### src/design/esd_pkg.sv
// ============================================================================
// esd_pkg
// Shared types, constants and calendar tables for the epoch-to-date converter.
// ============================================================================
package esd_pkg;

   localparam int unsigned SecsW  = 32;
   localparam int unsigned RemW   = 17;
   localparam int unsigned DaysW  = 16;
   localparam int unsigned MinsW  = 11;
   localparam int unsigned YearW  = 12;
   localparam int unsigned MonthW = 4;
   localparam int unsigned DayW   = 5;
   localparam int unsigned HourW  = 5;
   localparam int unsigned MinW   = 6;

   // Whole days: the seconds over 128 (25 bits) times a rounded-up reciprocal
   // of 675, shifted down by 35, is exact over the full 25-bit range.
   localparam int unsigned DayQW         = 25;
   localparam int unsigned DayRecipW     = 26;
   localparam int unsigned DayProdW      = DayQW + DayRecipW;
   localparam int unsigned DayRecipShift = 35;
   localparam logic [DayRecipW-1:0] DayRecip = 26'd50903317;

   // Division by 60 for values below 2^17: rounded-up reciprocal, shift by 23.
   localparam int unsigned SixtyRecipW     = 18;
   localparam int unsigned SixtyProdW      = RemW + SixtyRecipW;
   localparam int unsigned SixtyRecipShift = 23;
   localparam logic [SixtyRecipW-1:0] SixtyRecip = 18'd139811;

   localparam logic [RemW-1:0]   DivisorDay     = 17'd86400;
   localparam logic [MinW-1:0]   MinsPerHour    = 6'd60;
   localparam logic [YearW-1:0]  FirstYear      = 12'd1970;
   localparam logic [YearW-1:0]  CenturyNoLeap  = 12'd2100;
   localparam logic [YearW-1:0]  LastFullQuad   = 12'd2098;
   localparam logic [DaysW-1:0]  DaysCommonYear = 16'd365;
   localparam logic [DaysW-1:0]  DaysLeapYear   = 16'd366;
   localparam logic [DaysW-1:0]  DaysQuad       = 16'd1461;
   localparam logic [MonthW-1:0] LastMonth      = 4'd11;

   typedef struct packed {
      logic load_input;
      logic calc_days;
      logic calc_in_day;
      logic calc_mins;
      logic calc_hour;
      logic save_time;
      logic year_step;
      logic month_step;
      logic publish;
   } esd_cmd_type;

   typedef struct packed {
      logic year_done;
      logic month_done;
   } esd_sts_type;

   // Reachable years run from 1970 to 2106. Inside that span the only year
   // divisible by 4 that is not a leap year is 2100 (2000 is divisible by 400).
   function automatic logic is_leap(input logic [YearW-1:0] y);
      return (y[1:0] == 2'b00) && (y != CenturyNoLeap);
   endfunction

   function automatic logic [DayW-1:0] month_len(input logic [MonthW-1:0] m,
                                                  input logic leap);
      logic [DayW-1:0] len;
      case (m)
         4'd1:                len = leap ? 5'd29 : 5'd28;
         4'd3, 4'd5, 4'd8,
         4'd10:               len = 5'd30;
         default:             len = 5'd31;
      endcase
      return len;
   endfunction

endpackage

### src/design/esd_ctrl.sv
// ============================================================================
// esd_ctrl
// Sequencer for the converter: reciprocal steps, year walk, month walk and
// result hand-off.
// ============================================================================
module esd_ctrl
   import esd_pkg::*;
(
   input  logic        clock,
   input  logic        reset,
   input  logic        req_valid,
   output logic        req_ready,
   output logic        rsp_valid,
   input  logic        rsp_ready,
   input  esd_sts_type sts,
   output esd_cmd_type cmd
);

   localparam logic [3:0] ST_IDLE   = 4'd0;
   localparam logic [3:0] ST_DAYS   = 4'd1;
   localparam logic [3:0] ST_IN_DAY = 4'd2;
   localparam logic [3:0] ST_MINS   = 4'd3;
   localparam logic [3:0] ST_HOUR   = 4'd4;
   localparam logic [3:0] ST_SAVE   = 4'd5;
   localparam logic [3:0] ST_YEAR   = 4'd6;
   localparam logic [3:0] ST_MONTH  = 4'd7;
   localparam logic [3:0] ST_DONE   = 4'd8;

   logic [3:0] state_ff, state_in;
   logic       rsp_valid_ff, rsp_valid_in;

   assign req_ready = (state_ff == ST_IDLE);
   assign rsp_valid = rsp_valid_ff;

   always_comb begin
      state_in     = state_ff;
      rsp_valid_in = rsp_valid_ff && !rsp_ready;
      cmd          = '0;
      unique case (state_ff)
         ST_IDLE: begin
            if (req_valid) begin
               cmd.load_input = 1'b1;
               state_in       = ST_DAYS;
            end
         end
         ST_DAYS: begin
            cmd.calc_days = 1'b1;
            state_in      = ST_IN_DAY;
         end
         ST_IN_DAY: begin
            cmd.calc_in_day = 1'b1;
            state_in        = ST_MINS;
         end
         ST_MINS: begin
            cmd.calc_mins = 1'b1;
            state_in      = ST_HOUR;
         end
         ST_HOUR: begin
            cmd.calc_hour = 1'b1;
            state_in      = ST_SAVE;
         end
         ST_SAVE: begin
            cmd.save_time = 1'b1;
            state_in      = ST_YEAR;
         end
         ST_YEAR: begin
            if (sts.year_done) state_in = ST_MONTH;
            else cmd.year_step = 1'b1;
         end
         ST_MONTH: begin
            if (sts.month_done) state_in = ST_DONE;
            else cmd.month_step = 1'b1;
         end
         ST_DONE: begin
            if (!rsp_valid_ff || rsp_ready) begin
               cmd.publish  = 1'b1;
               rsp_valid_in = 1'b1;
               state_in     = ST_IDLE;
            end
         end
         default: state_in = ST_IDLE;
      endcase
   end

   always_ff @(posedge clock) begin
      if (reset) begin
         state_ff     <= ST_IDLE;
         rsp_valid_ff <= 1'b0;
      end else begin
         state_ff     <= state_in;
         rsp_valid_ff <= rsp_valid_in;
      end
   end

endmodule

### src/design/esd_dp.sv
// ============================================================================
// esd_dp
// Datapath: reciprocal multipliers, year and month walkers, result word.
// ============================================================================
module esd_dp
   import esd_pkg::*;
(
   input  logic              clock,
   input  esd_cmd_type       cmd,
   input  logic [SecsW-1:0]  req_epoch_seconds,
   output esd_sts_type       sts,
   output logic [YearW-1:0]  rsp_year,
   output logic [MonthW-1:0] rsp_month_index,
   output logic [DayW-1:0]   rsp_day_of_month,
   output logic [HourW-1:0]  rsp_hour,
   output logic [MinW-1:0]   rsp_minute
);

   logic [SecsW-1:0]  secs_ff, secs_in;
   logic [RemW-1:0]   in_day_ff, in_day_in;
   logic [MinsW-1:0]  mins_ff, mins_in;
   logic [DaysW-1:0]  days_ff, days_in;
   logic [YearW-1:0]  year_ff, year_in;
   logic [MonthW-1:0] month_ff, month_in;
   logic [HourW-1:0]  hour_ff, hour_in;
   logic [MinW-1:0]   minute_ff, minute_in;

   logic [YearW-1:0]  out_year_ff;
   logic [MonthW-1:0] out_month_ff;
   logic [DayW-1:0]   out_day_ff;
   logic [HourW-1:0]  out_hour_ff;
   logic [MinW-1:0]   out_minute_ff;

   logic [DayProdW-1:0]   day_prod;
   logic [RemW-1:0]       day_base;
   logic [RemW-1:0]       sixty_arg;
   logic [SixtyProdW-1:0] sixty_prod;
   logic [MinW-1:0]       hour_mins;
   logic                  leap;
   logic [DaysW-1:0]      ylen;
   logic [DaysW-1:0]      mlen;
   logic                  quad_ok;

   // Whole days are the seconds over 128 divided by 675, done as a multiply
   // by the scaled reciprocal.
   assign day_prod = {{DayRecipW{1'b0}}, secs_ff[SecsW-1:SecsW-DayQW]}
                     * {{DayQW{1'b0}}, DayRecip};

   // The seconds of the day are below 2^17, so the low 17 bits of the whole
   // days times 86400 are all that the subtraction needs.
   assign day_base = {1'b0, days_ff} * DivisorDay;

   // One multiplier by 1/60 serves both the minutes of the day and the hour.
   assign sixty_arg  = cmd.calc_hour ? {{(RemW-MinsW){1'b0}}, mins_ff} : in_day_ff;
   assign sixty_prod = {{SixtyRecipW{1'b0}}, sixty_arg} * {{RemW{1'b0}}, SixtyRecip};

   // The minute is below 60, so the low six bits of the difference suffice.
   assign hour_mins = {1'b0, hour_ff} * MinsPerHour;

   // A block of four years starting at a year that is 2 mod 4 holds exactly
   // one leap day, except the block that contains 2100.
   assign leap    = is_leap(year_ff);
   assign ylen    = leap ? DaysLeapYear : DaysCommonYear;
   assign quad_ok = (year_ff[1:0] == 2'b10) && (year_ff != LastFullQuad)
                    && (days_ff >= DaysQuad);
   assign mlen    = {{(DaysW-DayW){1'b0}}, month_len(month_ff, leap)};

   assign sts.year_done  = !quad_ok && (days_ff < ylen);
   assign sts.month_done = (month_ff == LastMonth) || (days_ff < mlen);

   always_comb begin
      secs_in   = secs_ff;
      in_day_in = in_day_ff;
      mins_in   = mins_ff;
      days_in   = days_ff;
      year_in   = year_ff;
      month_in  = month_ff;
      hour_in   = hour_ff;
      minute_in = minute_ff;
      if (cmd.load_input) begin
         secs_in = req_epoch_seconds;
      end
      if (cmd.calc_days) begin
         days_in = day_prod[DayRecipShift +: DaysW];
      end
      if (cmd.calc_in_day) begin
         in_day_in = secs_ff[RemW-1:0] - day_base;
      end
      if (cmd.calc_mins) begin
         mins_in = sixty_prod[SixtyRecipShift +: MinsW];
      end
      if (cmd.calc_hour) begin
         hour_in = sixty_prod[SixtyRecipShift +: HourW];
      end
      if (cmd.save_time) begin
         minute_in = mins_ff[MinW-1:0] - hour_mins;
         year_in   = FirstYear;
         month_in  = '0;
      end
      if (cmd.year_step) begin
         if (quad_ok) begin
            days_in = days_ff - DaysQuad;
            year_in = year_ff + 12'd4;
         end else begin
            days_in = days_ff - ylen;
            year_in = year_ff + 12'd1;
         end
      end
      if (cmd.month_step) begin
         days_in  = days_ff - mlen;
         month_in = month_ff + 4'd1;
      end
   end

   always_ff @(posedge clock) begin
      secs_ff   <= secs_in;
      in_day_ff <= in_day_in;
      mins_ff   <= mins_in;
      days_ff   <= days_in;
      year_ff   <= year_in;
      month_ff  <= month_in;
      hour_ff   <= hour_in;
      minute_ff <= minute_in;
      if (cmd.publish) begin
         out_year_ff   <= year_ff;
         out_month_ff  <= month_ff;
         out_day_ff    <= days_ff[DayW-1:0] + 5'd1;
         out_hour_ff   <= hour_ff;
         out_minute_ff <= minute_ff;
      end
   end

   assign rsp_year         = out_year_ff;
   assign rsp_month_index  = out_month_ff;
   assign rsp_day_of_month = out_day_ff;
   assign rsp_hour         = out_hour_ff;
   assign rsp_minute       = out_minute_ff;

endmodule

### src/design/epoch_seconds_to_date.sv
// An accepted word first has its seconds split by reciprocal multiplies,
// then runs the year walk, one four-year block or single year per step, and
// the month walk; a finished result may then wait for the previous result
// word to be taken. A new word is taken only once the current one has been
// handed to the output register. Reset (synchronous, active high) empties
// the block.
// ============================================================================
// epoch_seconds_to_date
// Converts whole seconds since 1970-01-01 UTC into year, month, day, hour
// and minute.
// ============================================================================
module epoch_seconds_to_date
   import esd_pkg::*;
(
   input  logic              clock,
   input  logic              reset,
   input  logic              req_valid,
   output logic              req_ready,
   input  logic [SecsW-1:0]  req_epoch_seconds,
   output logic              rsp_valid,
   input  logic              rsp_ready,
   output logic [YearW-1:0]  rsp_year,
   output logic [MonthW-1:0] rsp_month_index,
   output logic [DayW-1:0]   rsp_day_of_month,
   output logic [HourW-1:0]  rsp_hour,
   output logic [MinW-1:0]   rsp_minute
);

   // The controller sequences the work; the datapath holds every value.
   // Whole days come from multiplying the seconds over 128 by a reciprocal
   // of 675, and the seconds of the day from taking the whole days back out.
   // Two more multiplies by a reciprocal of 60 give the minutes of the day
   // and then the hour, and the minute is what is left over. The seconds
   // within the minute are dropped.
   esd_cmd_type cmd;
   esd_sts_type sts;

   esd_ctrl u_ctrl (
      .clock     (clock),
      .reset     (reset),
      .req_valid (req_valid),
      .req_ready (req_ready),
      .rsp_valid (rsp_valid),
      .rsp_ready (rsp_ready),
      .sts       (sts),
      .cmd       (cmd)
   );

   // The result word sits in its own output register, so the next input
   // word can be worked on while the previous result waits to be taken.
   esd_dp u_dp (
      .clock             (clock),
      .cmd               (cmd),
      .req_epoch_seconds (req_epoch_seconds),
      .sts               (sts),
      .rsp_year          (rsp_year),
      .rsp_month_index   (rsp_month_index),
      .rsp_day_of_month  (rsp_day_of_month),
      .rsp_hour          (rsp_hour),
      .rsp_minute        (rsp_minute)
   );

endmodule

### config.mk
export PLATFORM = sky130hd
export DESIGN_NAME = epoch_seconds_to_date
export DESIGN_NICKNAME = d
export VERILOG_FILES = /design/src/design/esd_pkg.sv /design/src/design/esd_ctrl.sv /design/src/design/esd_dp.sv /design/src/design/epoch_seconds_to_date.sv
export SDC_FILE = /design/constraint.sdc
export NUM_CORES = 1
export LEC_CHECK = 0
export ABC_AREA = 1
export BUFFER_PORTS_ARGS = -buffer_cell sky130_fd_sc_hd__buf_2
export CORE_MARGIN = 3
export CORE_UTILIZATION = 25
export CTS_CLUSTER_SIZE = 8
export DETAILED_ROUTE_END_ITERATION = 6
export GPL_TIMING_DRIVEN = 0
export PLACE_DENSITY = 0.49
export SYNTH_ARGS = -nofsm -noshare
export SYNTH_HDL_FRONTEND = slang
export SYNTH_SLANG_ARGS = --single-unit
export TNS_END_PERCENT = 5
### constraint.sdc
create_clock -name clock -period 5 [get_ports clock]
set_input_delay 0.25 -clock clock [delete_from_list [all_inputs] [get_ports clock]]
set_output_delay 0.25 -clock clock [all_outputs]
set_load 0.02 [all_outputs]
# After elaboration in Yosys (flattened, before gate mapping)
# Cells that the tools add are included.
# totals
ff_bits	140
word_cells	102
in_bits	36
# op_classes
n_reduce_logical	17
multipliers	4
n_eq_ne	21
n_addsub	9
n_mux	33
order_cmp	3
# ops
operator	n
two-way mux 16 bit	4
multiplier 25 x 26 -> 51 bit, second input constant	1
two-way mux 12 bit	3
one-hot mux 4 bit (9 select lines)	1
multiplier 17 x 18 -> 34 bit, second input constant	1
two-way mux 4 bit	6
inequality test 12 bit, second input constant	2
== test 4 x 3 -> 1 bit, second input constant	5
two-way mux 17 bit	1
subtractor 17 bit	1
== test 4 bit, second input constant	4
>= comparator 16 x 11 -> 1 bit, second input constant	1
< comparator 16 bit	1
< comparator 16 x 5 -> 1 bit	1
multiplier 16 x 10 -> 10 bit, second input constant	1
two-way mux 1 bit	16
subtractor 16 x 11 -> 16 bit, second input constant	1
subtractor 16 bit	1
subtractor 16 x 5 -> 16 bit	1
adder 12 x 1 -> 12 bit, second input constant	1
adder 12 x 3 -> 12 bit, second input constant	1
== test 4 x 2 -> 1 bit, second input constant	3
one-hot mux 5 bit (2 select lines)	1
== test 4 x 1 -> 1 bit, second input constant	2
other kinds (17)	27

# Depth between registers and ports, before layout
# logic_depth
depth_word	9
depth_mapped	30
depth_no_buf	30

# Cells and area by module
# From an unflattened synthesis, not the netlist that was laid out.
# hier_totals
hier_cells	2981
area_unflattened_um2	23709.0
# modules_own_cells
module	n_inst	area_each_um2	seq_area_each_um2	cells_per_inst
esd_dp	1	23292.3	4053.9	2917
esd_ctrl	1	416.6	100.1	64

# Least setup slack after synthesis
# Ideal clock, no wire load.
# synth_timing
kind	reg2reg
start	register u_dp.secs_ff[30]
end	register u_dp.days_ff[3] (data pin)
path_slack_ns	-0.542
arrival_time_ns	5.284
n_path_buf	0
setup_ns	0.257
t_required_ns	4.743
path_stages_with_launch	22
cell_sequence	edfxtp_1 > fa_1 > inv_1 > fa_1 > inv_1 > fa_1 > inv_1 > fa_1 > inv_1 > fa_1 > fa_1 > ha_1 > ha_1 > nand2_1 > nor2_1 > nand2_1 > nor3_1 > nand4_1 > nand3_1 > nand2_1 > nand3_1 > a21oi_1
# synth_between
elab_chain_cells	4
# synth_lines
element	line	source
start: declaration	esd_dp.sv:19	logic [SecsW-1:0] secs_ff, secs_in;
start signal: assignment	esd_dp.sv:116	secs_ff <= secs_in;
multiplier 25 x 26 -> 51 bit	esd_dp.sv:47	* {{DayQW{1'b0}}, DayRecip};
two-way mux 16 bit	esd_dp.sv:83	if (cmd.calc_days) begin
two-way mux 16 bit	esd_dp.sv:100	if (cmd.year_step) begin
two-way mux 16 bit	esd_dp.sv:109	if (cmd.month_step) begin
named net u_dp.days_in[3]	esd_dp.sv:22	logic [DaysW-1:0] days_ff, days_in;
end signal: assignment	esd_dp.sv:119	days_ff <= days_in;
end: declaration	esd_dp.sv:22	
# The timed path passes the listed nets, and every way through them passes these cells. The select of a mux whose other input is x is not followed.
# A chain may end at the register's enable or synchronous reset.

# Worst setup path after layout
# layout_timing
start	register u_dp.secs_ff[23]
end	register u_dp.days_ff[3] (data pin)
# Same word-level chain as after synthesis.

==> impl_metrics.toml <==
[placed_design]
gp_congestion = 0.886
post-place-cells = 4245
place_hpwl_mm = 54.9
io_buffers = 69

[yosys]
synth_seq_cells = 140
synth_xor_area_share_pct = 2.60
synth_compound_area_share_pct = 4.79
synth-edff-count = 135
synth_ff_type = "edfxtp_1"
synth_top_cells_by_area = "ha_1 24%, fa_1 19%, edfxtp_1 17%"
synth_area_leader_cell = "ha_1"
synthMuxAreaShare_pct = 0
syn_nets = 3634
synth_top_area_share_pct = 24.3
ys_warn_count = 0
synthSimpleGateAreaFrac_pct = 18.8
seq_area_frac_synth_pct = 17.6
ys_types = 54
synthAdderAreaFrac_pct = 43.3
syn_inst = 2916
async_flop_share_pct = 0
avgSynthCellArea_um2 = 8.09
syn-cell-area_um2 = 23600
synth_top_family_by_area = "adder cells"

[finish]
fillerInstances = 10100
areaGrowthSynthToFinish_pct = 21.4
final_common_cell = "inv_1"
layout-drive-gt1-share_pct = 17.0
nNetsFinal = 3852
antennaDiodeCount = 0
instances_no_fill = 4401
final_cell_mix = "710 x inv_1, 593 x nand2_1, 413 x ha_1"

[detailed_routing]
antenna_left = 0
post-route-drc-count = 0
routed_wl_mm = 66.9
wl_per_cell_um = 15.2
first_pass_iters = 7
top_layer = "met4"
drtIter0Drc = 826
met2_wirelength_mm = 31.0
vias = 18500
routed_via_density = 4.21
met3_length_mm = 2.08
drt-met1-wl_mm = 32.8

[critical_path]
endpoint_kind = "flip-flop"
crit_type = "reg -> reg"
crit_fanout = 3
worstPathArrival_ns = 5.87
timing.rr.start = "u_dp.secs_ff[23]"
cp_data_required_time_ns = 5.24
worst_setup_path_start_kind = "flip-flop"
crit_start = "u_dp.secs_ff[23]"

[clock_network]
path_clk_slew_ns = 0.07
cts_buffer_depth = 2
numClockSinks = 140
clk_latency_ns = 0.51
root_buffer = "clkbuf_16"
cts_made_buffers = 17
cts_tree = "built"
cts_max_level = 4

[floorplanning]
rows = 112
num_io_pins = 70
fp.dieH_um = 313
initial_core_util_pct = 25.2
fp.dieW_um = 313
dieArea_um2 = 98100
core_um2 = 93500

[timing]
finalCritPeriodShare_pct = 113
setup_ws_ns = -0.631
finClkSkew_ns = 0.0380
period_needed_ns = 5.63
hold_viol_final = 0
finalMaxSlewViolations = 0
hold_slack_ns = 0.0949
slew_headroom_pct = 29.5
setup_viol = 30
worst_pin_slew_ns = 1.05
rsz0062_at_grt = "true"
clock.fmax_mhz = 178

[global_route]
grt_overflow = 0
grt_antenna_before_repair = 0
grt_max_degree = 18
grt_use_total_pct = 14.0
grt_pass1_wl_mm = 106
grt_pass1_vias = 19200

[min_path]
worstHoldPathType = "in -> reg"
min_from = "rsp_ready"

[run_status]
status = "finished, violations left"
violations = "negative setup slack"

[job]
maxCapViolCount = 0
==> layer usage <==
metal  GRT usage (%)  vias to the layer above
li1                -                     9484
met1            19.2                     8732
met2            23.5                      271
met3            1.88                       56
met4            2.88                        0
met5               0                        -
==> metrics by stage <==
step	util (%)	setup TNS [ns]	setup WS, ns	area, um2
3_3_place_gp	27.6	-69.52	-1.43	25800
2_1_floorplan	-	-4.42	-0.308	23900
6_report	30.6	-10.01	-0.631	28600
5_1_grt	30.6	-19.34	-0.854	28600
3_5_place_dp	27.7	-39.26	-1.44	25900
4_1_cts	30.3	-11.96	-0.624	28400
==> worst paths after layout <==
path              slack [ns]  cells past startpoint                 end
setup / recovery       -0.63                     20     u_dp.days_ff[3]
hold / removal          0.09                      4    u_ctrl.rsp_valid
setup reg to reg       -0.63                     20     u_dp.days_ff[3]
hold reg to reg         0.42                      0  u_dp.rsp_minute[1]
==> synthesized netlist by cell type (12+ instances only) <==
master,n
o21ai_0,47
edfxtp_1,135
nand3_1,112
fa_1,224
buf_6,12
nand4_1,31
inv_1,749
xor2_1,58
nor3_1,37
nand2_1,644
xnor2_1,12
ha_1,458
a21oi_1,103
nor2_1,175
==> sequential cells by signal, indices dropped and copies added (netlist names), 5 cells and up <==
| name | count |
|---|---|
| u_dp.mins_ff | 11 |
| u_dp.in_day_ff | 17 |
| u_dp.minute_ff | 6 |
| u_dp.rsp_day_of_month | 5 |
| u_dp.secs_ff | 32 |
| u_dp.rsp_minute | 6 |
| u_dp.rsp_year | 12 |
| u_dp.rsp_hour | 5 |
| u_dp.year_ff | 12 |
| u_dp.days_ff | 16 |
| u_dp.hour_ff | 5 |
==> cell families after synthesis <==
family	after synthesis
DFF	140
buffers and inverters	780
and+or+nand+nor	1047
adders and majority gates	682
xor gates and xnor gates	70
AOI/OAI and AO/OA	197
==> final cells by class <==
cell class	count	area, um2	share of cell area [%]
well taps	1254	1570	5.48
plain buffers	19	195	0.682
clock inverters	14	150	0.524
multi-input cells	1996	17700	61.8
repair buffers	199	1540	5.37
inverters	761	2870	10.0
flip-flops and latches	140	4160	14.5
clock buffers	18	439	1.53
==> critical path, cell delays in order, from the launching register on <==
cell,delay [ns]
edfxtp_1,0.40
buf_4,0.18
fa_1,0.58
ha_4,0.21
fa_1,0.57
fa_1,0.44
fa_1,0.48
fa_1,0.54
inv_1,0.05
fa_1,0.52
inv_1,0.06
ha_4,0.29
nand2_2,0.09
nor2_4,0.16
inv_2,0.07
nor3_4,0.19
nand4_1,0.17
nand3_1,0.12
nand2_1,0.07
nand3_2,0.10
a21oi_1,0.07
==> timing repair <==
action | 4_1_cts | 5_1_grt
endpoints found under the hold margin | 36 | 0
resized for setup | 213 | 58
pin swaps | 118 | 42
hold buffers | 33 | 0
endpoints found under the setup margin | 32 | 32
setup buffers | 86 | 5
Power is left out: the tool's default activity adds up to more than one toggle a clock period on the data nets, which glitch-free logic cannot reach.
